**config.mk**
```make
export PLATFORM = sky130hd
export DESIGN_NAME = lmpe_issue
export DESIGN_NICKNAME = d
export VERILOG_FILES = /design/src/hdl/lmpe_pkg.sv /design/src/hdl/lmpe_issue.sv
export SDC_FILE = /design/constraint.sdc
export NUM_CORES = 1
export LEC_CHECK = 0
export ABC_CLOCK_PERIOD_IN_PS = 5900
export BUFFER_PORTS_ARGS = -buffer_cell sky130_fd_sc_hd__buf_4
export CORE_MARGIN = 8
export CORE_UTILIZATION = 45
export CTS_CLUSTER_DIAMETER = 150
export DETAILED_ROUTE_END_ITERATION = 8
export GPL_TIMING_DRIVEN = 0
export PLACE_DENSITY = 0.62
export SETUP_SLACK_MARGIN = 0.2
export SYNTH_ARGS = -nofsm -noshare
export SYNTH_HDL_FRONTEND = slang
export SYNTH_SLANG_ARGS = --single-unit
```
**constraint.sdc**
```tcl
create_clock -name clock -period 5.9 [get_ports clock]
set_input_delay 1.18 -clock clock [delete_from_list [all_inputs] [get_ports clock]]
set_output_delay 1.18 -clock clock [all_outputs]
set_load 0.02 [all_outputs]
```
**src/hdl/lmpe_pkg.sv**
```systemverilog
// Shared constants, codes and types of the LED matrix pulse encoder.
// No dependencies; every other file but lmpe_ram refers to it by scoped names.
`default_nettype none

package lmpe_pkg;

   // Matrix geometry and chain length
   localparam int MATRIX_COLUMNS = 16;
   localparam int MATRIX_ROWS    = 16;
   localparam int LED_COUNT      = 256;

   // Frame layout in bytes
   localparam int LEAD_BYTES    = 8;
   localparam int TAIL_BYTES    = 24;
   localparam int BYTES_PER_LED = 24;
   localparam int PIXEL_BYTES   = (LED_COUNT - 1) * BYTES_PER_LED;
   localparam int FRAME_BYTES   = LEAD_BYTES + PIXEL_BYTES + TAIL_BYTES;

   // Widths
   localparam int COLOR_W = 24;
   localparam int ADDR_W  = $clog2(LED_COUNT);
   localparam int RAW_W   = $clog2(MATRIX_COLUMNS * MATRIX_ROWS + 1);
   localparam int CMP_W   = (RAW_W > ADDR_W) ? RAW_W + 1 : ADDR_W + 1;
   localparam int POS_W   = $clog2(FRAME_BYTES);
   localparam int SUB_W   = $clog2(BYTES_PER_LED);

   // Pattern bytes
   localparam logic [7:0] PULSE_ONE  = 8'hF0;
   localparam logic [7:0] PULSE_ZERO = 8'hC0;
   localparam logic [7:0] PULSE_IDLE = 8'h00;

   localparam logic [7:0] BRIGHT_FULL = 8'd255;

   // Request modes
   localparam logic [1:0] MODE_WRITE = 2'd0;
   localparam logic [1:0] MODE_READ  = 2'd1;
   localparam logic [1:0] MODE_CLEAR = 2'd2;
   localparam logic [1:0] MODE_TICK  = 2'd3;

   // Status codes
   localparam logic [1:0] STATUS_OK     = 2'd0;
   localparam logic [1:0] STATUS_OUTSIDE = 2'd1;
   localparam logic [1:0] STATUS_DEAD   = 2'd2;
   localparam logic [1:0] STATUS_BEYOND = 2'd3;

   // Channel order on the wire
   localparam logic [1:0] CHAN_GREEN = 2'd0;
   localparam logic [1:0] CHAN_RED   = 2'd1;
   localparam logic [1:0] CHAN_BLUE  = 2'd2;

   // Word held between issue stage and encode stage
   typedef struct packed {
      logic [1:0] mode;
      logic [1:0] status;
      logic       hit;      // store entry written since last clear
      logic       pix;      // tick falls in the pixel part of the frame
      logic [1:0] chan;
      logic [2:0] bit_sel;  // bit of the scaled channel, MSB first
      logic       last;
   } issue_type;

endpackage

`default_nettype wire

```
**src/hdl/lmpe_issue.sv**
```systemverilog
// Issue stage: pixel addressing, entry valid bits, frame counters, stage register.
// Uses lmpe_pkg; drives the pixel RAM ports.
`default_nettype none

module lmpe_issue (
   input  wire logic                        clock,
   input  wire logic                        reset,
   input  wire logic                        req_valid,
   output      logic                        req_ready,
   input  wire logic [1:0]                  req_mode,
   input  wire logic [7:0]                  req_col,
   input  wire logic [7:0]                  req_row,
   input  wire logic [lmpe_pkg::COLOR_W-1:0] req_color,
   input  wire logic                        adv,
   output      logic                        s1_valid,
   output      lmpe_pkg::issue_type         s1_word,
   output      logic                        ram_we,
   output      logic [lmpe_pkg::ADDR_W-1:0] ram_waddr,
   output      logic [lmpe_pkg::COLOR_W-1:0] ram_wdata,
   output      logic                        ram_re,
   output      logic [lmpe_pkg::ADDR_W-1:0] ram_raddr
);

   logic                          accept;
   logic                          s1_valid_ff, s1_valid_in;
   lmpe_pkg::issue_type           s1_word_ff, s1_word_in;
   logic [lmpe_pkg::LED_COUNT-1:0] valid_ff, valid_in;
   logic [lmpe_pkg::POS_W-1:0]    pos_ff, pos_in;
   logic [lmpe_pkg::ADDR_W-1:0]   led_ff, led_in;
   logic [lmpe_pkg::SUB_W-1:0]    sub_ff, sub_in;

   logic                          in_matrix;
   logic [7:0]                    col_m;
   logic [lmpe_pkg::RAW_W-1:0]    raw;
   logic [lmpe_pkg::CMP_W-1:0]    idx;
   logic [1:0]                    loc_status;
   logic [1:0]                    status;
   logic                          pix;
   logic                          frame_end;
   logic                          write_ok;

   assign req_ready = !s1_valid_ff || adv;
   assign accept    = req_valid && req_ready;

   // Zigzag mapping, then step over the dead first LED
   always_comb begin
      in_matrix = ({1'b0, req_col} < 9'(lmpe_pkg::MATRIX_COLUMNS)) &&
                  ({1'b0, req_row} < 9'(lmpe_pkg::MATRIX_ROWS));
      col_m = req_row[0] ? (8'(lmpe_pkg::MATRIX_COLUMNS - 1) - req_col) : req_col;
      raw   = lmpe_pkg::RAW_W'(req_row) * lmpe_pkg::RAW_W'(lmpe_pkg::MATRIX_COLUMNS)
              + lmpe_pkg::RAW_W'(col_m);
      idx   = lmpe_pkg::CMP_W'(raw) - lmpe_pkg::CMP_W'(1);
      if (!in_matrix) begin
         loc_status = lmpe_pkg::STATUS_OUTSIDE;
      end else if (raw == '0) begin
         loc_status = lmpe_pkg::STATUS_DEAD;
      end else begin
         loc_status = lmpe_pkg::STATUS_OK;
      end
      unique case (req_mode)
         lmpe_pkg::MODE_WRITE: begin
            status = loc_status;
            if (loc_status == lmpe_pkg::STATUS_OK &&
                idx >= lmpe_pkg::CMP_W'(lmpe_pkg::LED_COUNT - 1)) begin
               status = lmpe_pkg::STATUS_BEYOND;
            end
         end
         lmpe_pkg::MODE_READ: begin
            status = loc_status;
            if (loc_status == lmpe_pkg::STATUS_OK &&
                idx >= lmpe_pkg::CMP_W'(lmpe_pkg::LED_COUNT)) begin
               status = lmpe_pkg::STATUS_BEYOND;
            end
         end
         default: begin
            status = lmpe_pkg::STATUS_OK;
         end
      endcase
   end

   assign write_ok  = accept && req_mode == lmpe_pkg::MODE_WRITE &&
                      status == lmpe_pkg::STATUS_OK;
   assign ram_we    = write_ok;
   assign ram_waddr = idx[lmpe_pkg::ADDR_W-1:0];
   assign ram_wdata = req_color;
   assign ram_re    = accept && (req_mode == lmpe_pkg::MODE_READ ||
                                 req_mode == lmpe_pkg::MODE_TICK);
   assign ram_raddr = (req_mode == lmpe_pkg::MODE_TICK) ? led_ff
                                                       : idx[lmpe_pkg::ADDR_W-1:0];

   assign pix = (pos_ff >= lmpe_pkg::POS_W'(lmpe_pkg::LEAD_BYTES)) &&
                (pos_ff < lmpe_pkg::POS_W'(lmpe_pkg::LEAD_BYTES + lmpe_pkg::PIXEL_BYTES));
   assign frame_end = pos_ff == lmpe_pkg::POS_W'(lmpe_pkg::FRAME_BYTES - 1);

   // Frame counters: byte position, LED in the chain, byte within the LED
   always_comb begin
      pos_in = pos_ff;
      led_in = led_ff;
      sub_in = sub_ff;
      if (accept && req_mode == lmpe_pkg::MODE_TICK) begin
         if (frame_end) begin
            pos_in = '0;
            led_in = '0;
            sub_in = '0;
         end else begin
            pos_in = pos_ff + lmpe_pkg::POS_W'(1);
            if (pix) begin
               if (sub_ff == lmpe_pkg::SUB_W'(lmpe_pkg::BYTES_PER_LED - 1)) begin
                  sub_in = '0;
                  led_in = led_ff + lmpe_pkg::ADDR_W'(1);
               end else begin
                  sub_in = sub_ff + lmpe_pkg::SUB_W'(1);
               end
            end
         end
      end
   end

   // Clear drops every valid bit at once; an entry not valid reads as zero
   always_comb begin
      valid_in = valid_ff;
      if (accept && req_mode == lmpe_pkg::MODE_CLEAR) begin
         valid_in = '0;
      end else if (write_ok) begin
         valid_in[ram_waddr] = 1'b1;
      end
   end

   always_comb begin
      s1_word_in         = s1_word_ff;
      s1_valid_in        = s1_valid_ff;
      if (accept) begin
         s1_valid_in        = 1'b1;
         s1_word_in.mode    = req_mode;
         s1_word_in.status  = status;
         s1_word_in.hit     = valid_ff[ram_raddr] && status == lmpe_pkg::STATUS_OK;
         s1_word_in.pix     = pix;
         s1_word_in.chan    = sub_ff[lmpe_pkg::SUB_W-1:3];
         s1_word_in.bit_sel = 3'd7 - sub_ff[2:0];
         s1_word_in.last    = frame_end;
      end else if (adv) begin
         s1_valid_in        = 1'b0;
      end
   end

   always_ff @(posedge clock) begin
      if (reset) begin
         s1_valid_ff <= 1'b0;
         valid_ff    <= '0;
         pos_ff      <= '0;
         led_ff      <= '0;
         sub_ff      <= '0;
      end else begin
         s1_valid_ff <= s1_valid_in;
         valid_ff    <= valid_in;
         pos_ff      <= pos_in;
         led_ff      <= led_in;
         sub_ff      <= sub_in;
      end
      s1_word_ff <= s1_word_in;
   end

   assign s1_valid = s1_valid_ff;
   assign s1_word  = s1_word_ff;

endmodule

`default_nettype wire

```
==> metrics.cfg <==
[yosys]
synth_area_leaders = dfxtp_1 (41%), nand2_1 (11%), a31oi_1 (6.6%), nor2_1 (4.8%), o21ai_0 (4.7%)
synth_cell_types = 75
syn_inst = 1745
synth_warnings = 0
ys_ff_latch = 295
syn_area_um2 = 13700
syn_area_per_cell_um2 = 7.87
yosys.area.top_type = dfxtp_1
netlist.area_leader.share = 0.412
synth_nets = 1807
ys_seq_area_frac = 0.439
async_flop_share = 0
synth_edf_count = 12
ys.flop_type = dfxtp_1

[power_and_ir_drop]
total_power_w = 0.00514
peakVddDrop_mv = 0.249
power.density_nw_per_um2 = 324
p_leak_nw = 5.87

[timing]
hold_ws_ns = 0.451
worst_slack_ns = 0.326
setup_viol = 0
tightest_slew_ns = 1.32
timing.final.max_slew_violations = 0
hold_viol = 0
slew_headroom = 0.114
grt_setup_unrepaired = false
fin_crit_sh = 0.945
setup_tns_ns = 0
max_clock_freq_mhz = 179
skew_ns = 0.0133
min_period_ns = 5.57

[global_routing]
grt_pass1_wl_um = 77500
grt_usage = 0.276
gr-total-overflow = 0
antenna_found_initial = 0
grt_max_degree = 16
grt_pass1_vias = 12800

[floorplanning]
initial_core_util = 0.453
die_w_um = 191
rows = 64
die-area_um2 = 36400
die_h_um = 191
coreArea_um2 = 30300
io_pins = 102

[final_layout]
antenna_cells = 0
layout_commonest_cell = nand2_1
final_cell_mix = nand2_1 (418), dfxtp_1 (283), nor2_1 (174)
stdcell_count = 2279
areaGrowthSynthToFinish_pct = 15.7
fin_nets = 1920
drive_gt1_frac = 0.129

[clock_network]
cts_tree = done
cts_hold_buf = 0
cts.htree.levels = 1
cts.sinks = 295
cts.path.max_buffers = 3
worstSkewPairLatency_ns = 0.58
cts_buffers = 31
cts_root_buf = clkbuf_16
path_clk_slew_ns = 0.06

[flow_run]
max-cap-violations = 0

[detailed_routing]
viasPerCell = 6.05
ant_nets = 0
finalWirelength_um = 52000
wl_per_cell_um = 22.8
dr.first_iter.drc_count = 1559
firstDrtPassIters = 6
drcViolationCount = 0
vias = 13800

[placement]
hpwlAfterDp_um = 35300
gp_congestion = 0.957
placed_cells = 2216
preCtsSetupSlack_ns = -0.156
numPortBuffers = 75

[critical_path]
crit_path_end_kind = output pin
crit_type = in2out
cp.required_ns = 4.72
start_kind = input pin
crit_arrival_ns = 4.39
path_max_fanout = 10

[hold_path]
hold_class = reg2reg

[outcome]
outcome = complete, no violations

## critical path, stage by stage
cell      delay [ns]
buf_4           0.14
buf_6           0.13
buf_4           0.18
xor2_1          0.22
inv_1           0.24
ha_1            0.33
or4b_4          0.54
a21boi_4        0.25
and2_1          0.21
nor3_4          0.07
nor3_4          0.36
a311oi_4        0.21
nand2_2         0.12
inv_1           0.05
buf_4           0.15
## stage by stage
step / area [um2] / utilization
finish: 15900 / 0.524
global route: 15900 / 0.524
CTS: 15900 / 0.522
detailed placement: 14800 / 0.488
global placement: 14800 / 0.488
floorplan: 13700 / -
## registers in the layout (all words and copies together), names as in the netlist
name / count
valid_ff: 256
pos_ff: 13
s1_word: 12
led_ff: 8
sub_ff: 5
s1_valid: 1
## cell type report
cell class / count / area [um2]
multi-input combinational: 1242 / 6650
sequential: 295 / 6030
buffer: 177 / 966
clock inverter: 16 / 164
inverter: 31 / 116
fill: 3015 / 14500
clock buffer: 42 / 877
tap: 396 / 495
timing repair buffer: 80 / 601
## worst paths after layout
| kind | slack, ns | start | depth (start not counted) | end |
|---|---|---|---|---|
| worst max-delay path | 0.33 | req_row[0] | 15 | ram_we |
| worst min-delay path | 0.45 | valid_ff[157] | 2 | valid_ff[157] |
| worst max register to register | 1.80 | led_ff[1] | 11 | s1_word[7] |
| worst min register to register | 0.45 | valid_ff[157] | 2 | valid_ff[157] |
## layer usage
metal  global-route usage  vias up  wire (um)
met3               0.0536      193       5570
li1                     -     6282          -
met5                    0        -          0
met1                0.368     6514      21200
met2                0.427      791      22400
met4                0.129        0       2790
## power by group
group / total (W) / switching, W / internal (W)
Clock: 0.00202 / 0.000851 / 0.00117
Sequential: 0.00201 / 0.00000199 / 0.00201
Combinational: 0.00111 / 0.000839 / 0.000269
Total: 0.00514 / 0.00169 / 0.00345
## cell families after synthesis
logic type,after synthesis,synth area share
flip-flops,295,0.439
XOR/XNOR,33,0.0236
AND/OR/NAND/NOR,777,0.244
adder cells (fa/ha/maj),16,0.0151
AO/OA/AOI/OAI,412,0.196
multiplexers,4,0.00392
buffers and inverters,208,0.0787
## Yosys cell counts (21+ instances only)
master	count
buf_4	28
o21ai_0	128
dfxtp_1	283
inv_1	29
a311oi_1	45
nand2_1	418
a211oi_1	32
nor2_1	174
buf_6	21
clkbuf_1	94
nand3_1	78
buf_2	24
and3_1	41
a31oi_1	146
## what timing repair did
item / in CTS / in global routing
gates resized for setup: 1 / 4
hold endpoints to repair: 0 / 0
buffers inserted: 1 / 4
pin swaps: 1 / 2
setup endpoints to repair: 2 / 3
Note: power is estimated with default switching activity, not from simulation.
